[src/rtl/core/clbs_pkg.sv]
`timescale 1ns / 1ps
package clbs_pkg;

   localparam int MAX_RIGIDS_DEF   = 1024;
   localparam int MAX_CLUSTERS_DEF = 256;
   localparam int IDX_W            = 11;
   localparam int QUEUE_DEPTH      = 2;
   localparam int CSR_AW           = 3;
   localparam int REQ_TDATA_W      = 192;
   localparam int RSP_TDATA_W      = 144;
   localparam int TR_W             = 160;
   localparam int REST_W           = 96;

   localparam logic [1:0] MODE_LOAD_TR   = 2'd0;
   localparam logic [1:0] MODE_LOAD_REST = 2'd1;
   localparam logic [1:0] MODE_INFL      = 2'd2;
   localparam logic [1:0] MODE_UNUSED    = 2'd3;

   localparam logic REG_BONE_BASE = 1'b0;

   typedef logic signed [15:0] s16_type;
   typedef logic signed [17:0] s18_type;
   typedef logic signed [31:0] s32_type;
   typedef logic signed [33:0] s34_type;
   typedef logic signed [35:0] s36_type;
   typedef logic signed [47:0] s48_type;

   typedef enum logic [1:0] {
      K_LOAD_TR   = 2'd0,
      K_LOAD_REST = 2'd1,
      K_INFL      = 2'd2
   } kind_type;

   typedef struct packed {
      kind_type                 kind;
      logic                     skip;
      logic [IDX_W-1:0]         rig;
      logic [IDX_W-1:0]         cl;
      s32_type [2:0]            a;
      s16_type [2:0]            b;
      logic signed [15:0]       qw;
      logic [15:0]              w;
      logic                     last;
   } entry_type;

   function automatic logic signed [31:0] sat41_32(input logic signed [40:0] x);
      if (&x[40:31] || ~|x[40:31]) return x[31:0];
      return x[40] ? 32'sh8000_0000 : 32'sh7fff_ffff;
   endfunction

   function automatic logic signed [15:0] sat41_16(input logic signed [40:0] x);
      if (&x[40:15] || ~|x[40:15]) return x[15:0];
      return x[40] ? 16'sh8000 : 16'sh7fff;
   endfunction

   function automatic logic signed [31:0] sat33_32(input logic signed [32:0] x);
      if (x[32] == x[31]) return x[31:0];
      return x[32] ? 32'sh8000_0000 : 32'sh7fff_ffff;
   endfunction

   function automatic logic signed [47:0] sat49_48(input logic signed [48:0] x);
      if (x[48] == x[47]) return x[47:0];
      return x[48] ? {1'b1, 47'd0} : {1'b0, {47{1'b1}}};
   endfunction

   function automatic logic signed [35:0] sat37_36(input logic signed [36:0] x);
      if (x[36] == x[35]) return x[35:0];
      return x[36] ? {1'b1, 35'd0} : {1'b0, {35{1'b1}}};
   endfunction

   function automatic logic signed [31:0] sat48_32(input logic signed [47:0] x);
      if (&x[47:31] || ~|x[47:31]) return x[31:0];
      return x[47] ? 32'sh8000_0000 : 32'sh7fff_ffff;
   endfunction

   function automatic logic signed [15:0] sat36_16(input logic signed [35:0] x);
      if (&x[35:15] || ~|x[35:15]) return x[15:0];
      return x[35] ? 16'sh8000 : 16'sh7fff;
   endfunction

endpackage

[src/rtl/core/clbs_front.sv]
`timescale 1ns / 1ps
module clbs_front #(
   parameter int MAX_RIGIDS   = clbs_pkg::MAX_RIGIDS_DEF,
   parameter int MAX_CLUSTERS = clbs_pkg::MAX_CLUSTERS_DEF
) (
   input  logic                               clock,
   input  logic                               reset,
   input  logic                               req_tvalid,
   output logic                               req_tready,
   input  logic [clbs_pkg::REQ_TDATA_W-1:0]   req_tdata,
   input  logic [1:0]                         req_tuser,
   input  logic                               req_tlast,
   input  logic [9:0]                         bone_base,
   input  logic                               pop,
   output logic                               head_valid,
   output clbs_pkg::entry_type                head
);
   import clbs_pkg::*;

   localparam int PW = $clog2(QUEUE_DEPTH);

   entry_type         q_ff [QUEUE_DEPTH];
   logic [PW-1:0]     wp_ff, wp_in, rp_ff, rp_in;
   logic [PW:0]       cnt_ff, cnt_in;
   entry_type         ent;
   logic              keep, push;
   logic              slot_neg, rig_ok, cl_ok, infl_ok;
   logic [31:0]       slot_u, rig_sum;

   always_comb begin
      slot_neg = req_tdata[10];
      slot_u   = 32'(req_tdata[9:0]);
      rig_sum  = slot_u + 32'(bone_base);
      rig_ok   = !slot_neg && (slot_u < 32'(MAX_RIGIDS));
      cl_ok    = !slot_neg && (slot_u < 32'(MAX_CLUSTERS));
      infl_ok  = cl_ok && (rig_sum < 32'(MAX_RIGIDS));

      ent.rig  = IDX_W'(slot_u);
      ent.cl   = IDX_W'(slot_u);
      ent.a[0] = req_tdata[42:11];
      ent.a[1] = req_tdata[74:43];
      ent.a[2] = req_tdata[106:75];
      ent.b[0] = req_tdata[122:107];
      ent.b[1] = req_tdata[138:123];
      ent.b[2] = req_tdata[154:139];
      ent.qw   = req_tdata[170:155];
      ent.w    = req_tdata[186:171];
      ent.last = req_tlast;
      ent.skip = 1'b0;
      ent.kind = K_INFL;
      keep     = 1'b0;
      case (req_tuser)
         MODE_LOAD_TR: begin
            ent.kind = K_LOAD_TR;
            keep     = rig_ok;
         end
         MODE_LOAD_REST: begin
            ent.kind = K_LOAD_REST;
            keep     = cl_ok;
         end
         MODE_INFL: begin
            ent.kind = K_INFL;
            ent.rig  = IDX_W'(rig_sum);
            ent.skip = !infl_ok;
            keep     = infl_ok || req_tlast;
         end
         default: keep = 1'b0;
      endcase
   end

   assign req_tready = (cnt_ff < (PW+1)'(QUEUE_DEPTH));
   assign push       = req_tvalid && req_tready && keep;
   assign head_valid = (cnt_ff != '0);
   assign head       = q_ff[rp_ff];

   always_comb begin
      wp_in  = push ? wp_ff + 1'b1 : wp_ff;
      rp_in  = pop ? rp_ff + 1'b1 : rp_ff;
      cnt_in = cnt_ff + (PW+1)'(push) - (PW+1)'(pop);
   end

   always_ff @(posedge clock) begin
      if (reset) begin
         wp_ff  <= '0;
         rp_ff  <= '0;
         cnt_ff <= '0;
      end else begin
         wp_ff  <= wp_in;
         rp_ff  <= rp_in;
         cnt_ff <= cnt_in;
      end
      if (push) begin
         q_ff[wp_ff] <= ent;
      end
   end
endmodule

[config.mk]
export PLATFORM = sky130hd
export DESIGN_NAME = clbs_front
export DESIGN_NICKNAME = d
export VERILOG_FILES = /design/src/rtl/core/clbs_pkg.sv /design/src/rtl/core/clbs_front.sv
export SDC_FILE = /design/constraint.sdc
export NUM_CORES = 1
export LEC_CHECK = 0
export ABC_AREA = 1
export BUFFER_PORTS_ARGS = -buffer_cell sky130_fd_sc_hd__clkbuf_2
export CORE_MARGIN = 8
export CORE_UTILIZATION = 30
export DETAILED_ROUTE_END_ITERATION = 8
export PLACE_DENSITY = 0.62
export SETUP_SLACK_MARGIN = 0.02
export SLEW_MARGIN = 20
export SYNTH_ARGS = -nofsm -noshare
export SYNTH_HDL_FRONTEND = slang
export SYNTH_SLANG_ARGS = --single-unit
[constraint.sdc]
create_clock -name clock -period 14.7 [get_ports clock]
set_clock_uncertainty 0.05 [all_clocks]
set_input_delay 0 -clock clock [delete_from_list [all_inputs] [get_ports clock]]
set_output_delay 0 -clock clock [all_outputs]
set_load 0.02 [all_outputs]
==> results of run 1 <==
==> layout make-up <==
| cell class | instances | area, µm² |
|---|---|---|
| clock inverter | 20 | 110 |
| sequential | 407 | 12200 |
| inverter | 19 | 78.8 |
| fill | 4585 | 29400 |
| clock buffer | 60 | 1180 |
| antenna | 1 | 2.50 |
| multi-input combinational | 319 | 2970 |
| tap | 680 | 851 |
| timing repair buffer | 613 | 4080 |
==> power groups by stage <==
stage | clock network (mW) | registers (mW) | logic (mW)
after detailed placement | 0 | 1.35 | 0.281
after global routing | 1.07 | 1.32 | 0.349
after floorplan | 0 | 1.35 | 0.176
final | 0.993 | 1.32 | 0.324
after CTS | 1.03 | 1.32 | 0.328
after global placement | 0 | 1.35 | 0.278
==> final timing paths <==
| check | depth (start not counted) | slack [ns] | end |
|---|---|---|---|
| hold / removal | 4 | 0.08 | q_ff[0][189]$_DFFE_PP_ |
| setup / recovery | 13 | 11.35 | q_ff[0][71]$_DFFE_PP_ |
| hold reg to reg | 2 | 0.47 | rp_ff$_SDFFE_PP0P_ |
| setup reg to reg | 5 | 12.10 | q_ff[0][71]$_DFFE_PP_ |
==> registers in the layout, summed over array words and instances, names as in the netlist, named ones only <==
register	cells
cnt_ff	2
q_ff	402
rp_ff	1
wp_ff	1
==> stage by stage <==
stage | std cells | area, µm² | total power, mW
detailed placement | 1840 | 18200 | 1.63
finish | 2119 | 21400 | 2.64
global placement | 1840 | 18200 | 1.62
global route | 2119 | 21400 | 2.74
floorplan | 770 | 15300 | 1.53
CTS | 2118 | 21400 | 2.68
==> tightest hold or removal path, delay by kind of cell <==
family	cells	cell delay [ns]
compound gates	1	0.20
buf+inv	1	0.08
fa+ha+maj	1	0.21
simple gates	1	0.07
==> synthesized netlist by cell type, drive strengths merged <==
cell | count | area (µm²)
nor2 | 17 | 66.3
nor3 | 2 | 10.0
xor2 | 4 | 35.0
conb | 1 | 3.75
o21ai | 10 | 53.8
nand2 | 45 | 176
fa | 1 | 20.0
a21o | 2 | 15.0
a21oi | 8 | 47.6
mux2 | 201 | 2260
ha | 12 | 150
inv | 19 | 71.3
or2 | 2 | 12.5
xnor2 | 4 | 35.0
nand3 | 8 | 50.1
buf | 21 | 108
nand4 | 2 | 18.8
clkbuf | 4 | 15.0
dfxtp | 5 | 100
edfxtp | 402 | 12100
==> cells by family (layout without fill, tap and decap cells) <==
logic type | count (synthesis) | count (layout) | synth area share, %
other | 1 | 2 | 0.0245
muxes | 201 | 201 | 14.8
DFF | 407 | 407 | 79.4
AOI/OAI and AO/OA | 20 | 20 | 0.759
and+or+nand+nor | 76 | 76 | 2.18
xor gates and xnor gates | 8 | 8 | 0.457
adders and majority gates | 13 | 13 | 1.11
buffers and inverters | 44 | 712 | 1.27
==> layer usage <==
metal | global-route usage (%) | vias to the layer above
li1 | - | 4251
met1 | 13.7 | 4451
met2 | 21.5 | 300
met3 | 4.17 | 62
met4 | 3.57 | 0
met5 | 0 | -
==> timing repair <==
item | CTS | global route
endpoints found under the hold margin | 405 | 0
resized for setup | 0 | 0
hold buffers | 198 | 0
==> summary by stage, run 1 <==
Floorplanning
The floorplan step set the die height to about 240 µm. The effective utilization at floorplan is a little under a third. In this run the standard cell core region covers between 50000 and 60000 µm². The die extent in x is around 240 µm.

Row generation in the floorplan step produced 83 rows. The overall die area is slightly below 60000 µm². During I/O placement, the number of pins put on the boundary was between 400 and 500.

Placed design
Prior to clock tree synthesis, the placed netlist has a worst setup slack of between 10 and 15 ns. The wire-length estimate of the detail-placed layout is between 20000 and 25000 µm. Port buffering added 406 buffers. The congestion estimate from routability-driven global placement came to around 0.77.

Power
In this run, the clock network consumes a little under two fifths of the power. The internal power of the cells is 2.02 mW. Summed over all nets, the switching power comes to 0.618 mW. The proportion of power drawn by flip-flops and latches is 50.1%. The switching power share of the total is a little under a quarter. For this design the ratio of total power to cell area is approximately 120 nW/µm². The worst-case IR drop observed on VDD is around 0.075 mV.

The share of total power dissipated in combinational logic is approximately 12%. In this run the static leakage power is a little over 8 nW.

Clock tree
After clock tree synthesis, the setup repair step added 0 buffers. The H-tree depth is 2. The CTS tree is yes. The clock insertion delay at the later pin of the skew report is approximately 0.55 ns.

The clock sink total is just over 400. The number of CTS-inserted buffers is between 40 and 50. The clock slew seen by the registers of the worst setup and hold paths is 0.06 ns. The clock passes through at most 3 buffers. The master cell of the clock root buffer is sky130_fd_sc_hd__clkbuf_16.

Critical path
The signal on the critical path passes through dlygate4sd3_1, clkbuf_2, ha_1, fa_1, nand3_2, nand4_2, nand2_1, nand2_1, nand2_2, nand2_1, nor2_4, buf_4, buf_4. The critical path's slowest cell is sky130_fd_sc_hd__buf_4. The critical path starts at req_tdata[0]. The number of buffers and inverters on the critical path is 4. The path type of the worst setup path is in2reg.

The largest stage delay on the critical path is 0.76 ns. The critical path capture point type is a register. Data arrives at the worst endpoint at approximately 3.5 ns.

At the worst endpoint, the required time is between 10 and 15 ns. The largest fanout of any net on the critical path is 63. Among cell families on the critical path, the largest total delay comes from buffers and inverters.

The startpoint of the worst-slack reg-to-reg timing path is cnt_ff[1]$_SDFF_PP0_. By instance count, the cell type seen most on the critical path is sky130_fd_sc_hd__nand2_1. STA classifies the critical path startpoint as an input pin.

Logic synthesis
The synthesized netlist net count is slightly below 1000. After technology mapping, the gate count stands at between 700 and 800. After synthesis the netlist holds a flip-flop and latch count of roughly 410.

The count of unique library cells instantiated by Yosys is 29. The mapped cell area is 15300 µm². Yosys printed 0 warnings.

The sequential area share after synthesis is approximately four fifths. The mean cell area of the mapped netlist is roughly 20 µm².

Drt
Dividing the detail-routed wire length by the instance count gives between 15 and 20 µm. The met1 routed wirelength after detailed routing is 14400 µm. After detailed routing, the met3 layer carries 2620 µm of wire. The number of DRC violations after detailed routing is 0. Summed over all nets, wire length on met2 after detailed routing comes to around 19000 µm. The detailed-route wire length is 36700 µm. Routed signal wires occupy layers up through met4. Detailed routing inserted a total of ~9100 vias.

The number of search-and-repair iterations in the first detailed-routing pass is 4. The number of nets with antenna violations after routing is 0. The via density per instance is about 4.3. The starting DRC count in detailed routing is approximately 450.

STA
Headroom to the max-slew limit came out at a little over a third. The minimum hold slack is roughly 0.083 ns. The final critical-path setup slack is approximately 11 ns. Setup repair after global routing left no endpoint under its margin. The actual transition at the worst max-transition pin is ~1 ns. Setup violations remaining at the end of the flow were counted as 0. The count of endpoints failing hold in the final timing report is 0. The final count of pins violating max slew is 0. The upper clock frequency limit is 0.298 GHz. Setup total negative slack on the finished layout was measured at 0 ns.

The post-route minimum period is 3.35 ns. Dividing the final minimum period by the clock period gives 22.8%.

Final layout
The area growth from synthesis to layout is 40.0%. In the layout the commonest cells are sky130_fd_sc_hd__clkbuf_2 (406), sky130_fd_sc_hd__edfxtp_1 (402), sky130_fd_sc_hd__mux2_2 (201), sky130_fd_sc_hd__dlygate4sd3_1 (198), sky130_fd_sc_hd__clkbuf_16 (45). The net count of the finished layout is 1626. The share of layout cells above drive strength 1 is between 40% and 50%. The final design utilization is a little over two fifths.

The library cell used most frequently in the layout, excluding fill and tap cells, is sky130_fd_sc_hd__clkbuf_2.

Hold path
The class of the tightest hold or removal check is in2reg. The worst hold path begins at bone_base[2].

Global routing
The number of global-route vias before repair came to ~10000. The number of antenna violations at the first check in global routing is 1. The pin count of the biggest net entering global routing is 71. For this run the aggregate overflow at the end of global routing stands at 0. The wire length of the first global-routing pass is ~57000 µm. Global routing consumed, over all layers together, 12.1% of the routing resources.

Outcome
The flow ran to the end, and the final reports show no timing, DRC or antenna violations.

Run
Max-cap violations in this run came to 0.
Power figures use the tool's default switching activity.
==> inputs of run 2 (changes only) <==
--- a/config.mk
+++ b/config.mk
@@ -5,7 +5,7 @@
 export SDC_FILE = /design/constraint.sdc
 export NUM_CORES = 1
 export LEC_CHECK = 0
-export ABC_AREA = 1
+export ABC_AREA = 0
 export BUFFER_PORTS_ARGS = -buffer_cell sky130_fd_sc_hd__clkbuf_2
 export CORE_MARGIN = 8
 export CORE_UTILIZATION = 30
==> constraint.sdc (replaced) <==
create_clock -name clock -period 3.09 [get_ports clock]
set_clock_uncertainty 0.05 [all_clocks]
set_input_delay 0 -clock clock [delete_from_list [all_inputs] [get_ports clock]]
set_output_delay 0 -clock clock [all_outputs]
set_load 0.02 [all_outputs]
==> summary by stage, run 2 <==
Outcome
The flow ran to the end, and the final reports show no timing, DRC or antenna violations.

Drt
The detailed-route wire length is 37400 µm (+2.0%). The number of search-and-repair iterations in the first detailed-routing pass came to 4 (unchanged). The detail-routed net length per standard cell is 17.8 µm (+2.7%).

The via count of the routed design came to 9072 (+0.088%). The number of nets with antenna violations after routing is 0 (unchanged). The via density per instance was 4.31 (+0.75%). The starting DRC count in detailed routing is 375 (-16%). The number of DRC violations after detailed routing was 0 (unchanged).

Logic synthesis
The fraction of synthesized cell area taken by the top area cell type came to 78.8% (about the same). In the post-synthesis netlist, the biggest area contributors are sky130_fd_sc_hd__edfxtp_1 (79%), sky130_fd_sc_hd__mux2_2 (15%), sky130_fd_sc_hd__ha_1 (0.98%). The mean cell area of the mapped netlist is 20.7 µm² (+3.9%). The count of flip-flops with a built-in enable after synthesis was 402 (unchanged). The largest total area in the synthesized netlist belongs to sky130_fd_sc_hd__edfxtp_1. The mapped cell area was 15300 µm² (about the same). The async set-or-reset flop fraction in the synthesized netlist is 0% (unchanged). The number of instances in the synthesized netlist was 741 (-3.8%). The synthesized netlist net count is 963 (-2.9%). The sequential area share after synthesis came to 79.4% (about the same).

The count of unique library cells instantiated by Yosys came to 45 (+55%). The count of state elements after synthesis is 407 (unchanged). The commonest cells after synthesis are sky130_fd_sc_hd__edfxtp_1 (402), sky130_fd_sc_hd__mux2_2 (203), sky130_fd_sc_hd__buf_2 (19), sky130_fd_sc_hd__nand2_1 (13), sky130_fd_sc_hd__ha_1 (12). In the post-synthesis netlist, the cell with the most instances is sky130_fd_sc_hd__edfxtp_1. The number of warning messages in the yosys log is 0 (unchanged).

The dominant register cell in the synthesized netlist is sky130_fd_sc_hd__edfxtp_1.

Placed design
The global placer's final weighted congestion is 0.760 (-1.5%). The sum of net half-perimeters after detailed placement is 25700 µm (+6.7%). The post-placement cell area was 18500 µm² (+1.8%). The number of buffer cells added on primary ports is 406 (unchanged).

Final layout
The top cell types in the final layout, fill and taps aside, are sky130_fd_sc_hd__clkbuf_2 (406), sky130_fd_sc_hd__edfxtp_1 (402), sky130_fd_sc_hd__mux2_2 (203), sky130_fd_sc_hd__dlygate4sd3_1 (196), sky130_fd_sc_hd__clkbuf_16 (45). Compared with the post-synthesis result, the final layout area differs by 42.1%. The final-layout fill cell count came to 4508 (-1.7%). The sequential cell area is 12200 µm² (unchanged). The final design utilization was 42.8% (+0.66 points). The most frequent standard cell in the layout excluding fill and tap cells is sky130_fd_sc_hd__clkbuf_2. The most flop-heavy register is q_ff.

The number of flip-flops in the largest register is 402 (unchanged). The share of layout cells above drive strength 1 was 50.2% (+2.4 points). The final cell area excluding filler cells is 21800 µm² (+1.6%). The net count of the finished layout is 1611 (-0.92%). The area taken by multi-input logic gates came to 3020 µm² (+2.0%). The largest registers in the layout are q_ff (402), cnt_ff (2).

Global routing
The number of antenna violations at the first check in global routing came to 2 (+1). The wire length of the first global-routing pass is 57500 µm (+0.71%). The routing usage on met3 is 3.43% (-0.74 points).

The aggregate global-route resource usage is 12.3% (+0.21 points). The pin count of the biggest net entering global routing was 109 (+54%). The met1 capacity usage during global routing is 13.4% (-0.30 points). met2 is the most crowded layer.

The total overflow reported by the global router is 0 (unchanged). The number of global-route vias before repair is 10087 (+0.96%). The met2 global-route usage was 22.6% (+1.1 points).

Critical path
The worst setup path is captured at a register. STA classifies the critical path startpoint as an input pin. The largest fanout of any net on the critical path is 28 (-56%). The path type of the worst setup path is in2reg. The critical path required time is 3.29 ns (-11.53 ns).

The arrival time of data at the critical path endpoint was 2.85 ns (-0.63 ns).

Floorplanning
The overall die area is 58600 µm² (about the same). The floorplan die height is 242 µm (about the same). The effective utilization at floorplan came to 30.1% (about the same). The die extent in x is 242 µm (about the same). The row count is 83 (unchanged). The I/O pin count is 413 (unchanged).

The standard cell core area is 50900 µm² (unchanged).

STA
The setup TNS is 0 ns (unchanged). The post-route minimum period is approximately 2.7 ns. Setup repair after global routing left no endpoint under its margin. The final count of pins violating max slew is 0 (unchanged). The relative max-transition margin is 49.0% (+14 points). The period utilization is around 86%.

The actual transition at the worst max-transition pin is 0.764 ns (-0.211 ns). The count of endpoints failing hold in the final timing report is 0 (unchanged). The total setup violations reported at the end of the flow came to 0 (unchanged). The upper clock frequency limit is between 0.3 and 0.4 GHz.

Power
The cell leakage power is 8.13 nW (+0.59%). The power density over the cells is 594 nW/µm² (+380%). The total power draw is 12.9 mW (+390%). The worst supply voltage drop on vdd is 0.435 mV (+480%).

Clock tree
The master cell of the clock root buffer is sky130_fd_sc_hd__clkbuf_16. The clock sink total is 407 (unchanged). The number of CTS-inserted buffers is 42 (-4.5%). The clock slew seen by the registers of the worst setup and hold paths is 0.06 ns (about the same). The clock insertion delay at the later pin of the skew report came to 0.54 ns (about the same). The maximum number of buffers from clock root to sink is 3 (unchanged).

The H-tree depth is 2 (unchanged). The CTS tree is yes.

Hold path
The min-delay analysis places its worst path in the category in2reg.

Run
The max-cap violation count is 0 (unchanged).
run 2: changes by cell type in the layout (fill, tap and decap cells not counted), moves of 3 or more:
cell,change
sky130_fd_sc_hd__nand2_1,-29
sky130_fd_sc_hd__buf_12,+14
sky130_fd_sc_hd__inv_1,-12
sky130_fd_sc_hd__clkbuf_1,-8
sky130_fd_sc_hd__nor2_1,-8
sky130_fd_sc_hd__buf_4,+5
sky130_fd_sc_hd__o21ai_0,+5
sky130_fd_sc_hd__clkinv_1,+4
sky130_fd_sc_hd__clkinv_2,+3
sky130_fd_sc_hd__nand2_2,-3
sky130_fd_sc_hd__nand3_1,-3
sky130_fd_sc_hd__o21ai_1,-3
run 2: cell type report:
class / instances / area share [%]
sequential: 407 / 55.9
timing repair buffer: 630 / 20.1
multi-input combinational: 302 / 13.9
clock buffer: 52 / 5.29
tap: 680 / 3.91
clock inverter: 26 / 0.798
inverter: 6 / 0.103
antenna: 2 / 0.0230
run 2: worst max-delay path: stages:
cell and delay, ns:
sky130_fd_sc_hd__dlygate4sd3_1 0.54, sky130_fd_sc_hd__clkbuf_2 0.15, sky130_fd_sc_hd__ha_4 0.18, sky130_fd_sc_hd__fa_2 0.38, sky130_fd_sc_hd__a21oi_2 0.14, sky130_fd_sc_hd__nor2b_2 0.07
sky130_fd_sc_hd__a211oi_2 0.27, sky130_fd_sc_hd__nor2_2 0.11, sky130_fd_sc_hd__a21oi_2 0.21, sky130_fd_sc_hd__and2b_4 0.31, sky130_fd_sc_hd__buf_12 0.24, sky130_fd_sc_hd__buf_12 0.19
run 2: report_power, final:
part	switching (mW)	total, mW	leakage [nW]	internal [mW]
clock network	2.01	4.83	0.650	2.81
logic	0.972	1.75	3.79	0.783
registers	0.0452	6.35	3.69	6.30
run 2: path summary, 6_finish.rpt:
check | from | to | slack (ns) | cells past startpoint
min | bone_base[8] | q_ff[0][197]$_DFFE_PP_ | 0.05 | 4
max | req_tdata[0] | q_ff[0][17]$_DFFE_PP_ | 0.43 | 12
max reg2reg | cnt_ff[1]$_SDFF_PP0_ | q_ff[0][17]$_DFFE_PP_ | 1.08 | 6
min reg2reg | rp_ff$_SDFFE_PP0P_ | rp_ff$_SDFFE_PP0P_ | 0.49 | 2
run 2: cells by family (layout without fill, tap and decap cells):
group                    after synthesis  after routing  share of synthesized area (%)
flip-flops                           407            407                           79.4
other                                  1              3                         0.0245
buffers and inverters                 32            714                           1.00
XOR/XNOR                              11             11                          0.629
AO/OA/AOI/OAI                         36             36                           1.63
multiplexers                         203            203                           14.9
AND/OR/NAND/NOR                       38             38                           1.27
adder cells (fa/ha/maj)               13             13                           1.11
run 2: stage by stage:
step | setup WS, ns | std cells | hold WS, ns
after global placement | 0.494 | 1829 | 0.140
after floorplan | -0.219 | 741 | 0.0216
final | 0.432 | 2105 | 0.0514
after CTS | 0.476 | 2103 | 0.00920
after detailed placement | 0.447 | 1829 | 0.143
after global routing | 0.334 | 2104 | 0.0564
run 2: repair_timing:
| item | CTS | global route |
|---|---|---|
| endpoints found under the hold margin | 403 | 0 |
| hold buffers | 196 | 0 |
| setup buffers | 0 | 0 |
| resized for setup | 0 | 0 |
run 2: layer usage:
layer,part of all wire [%],wire length [µm]
met5,0.035,13
met4,3.2,1180
met3,5.5,2040
met2,53,19900
met1,38,14200
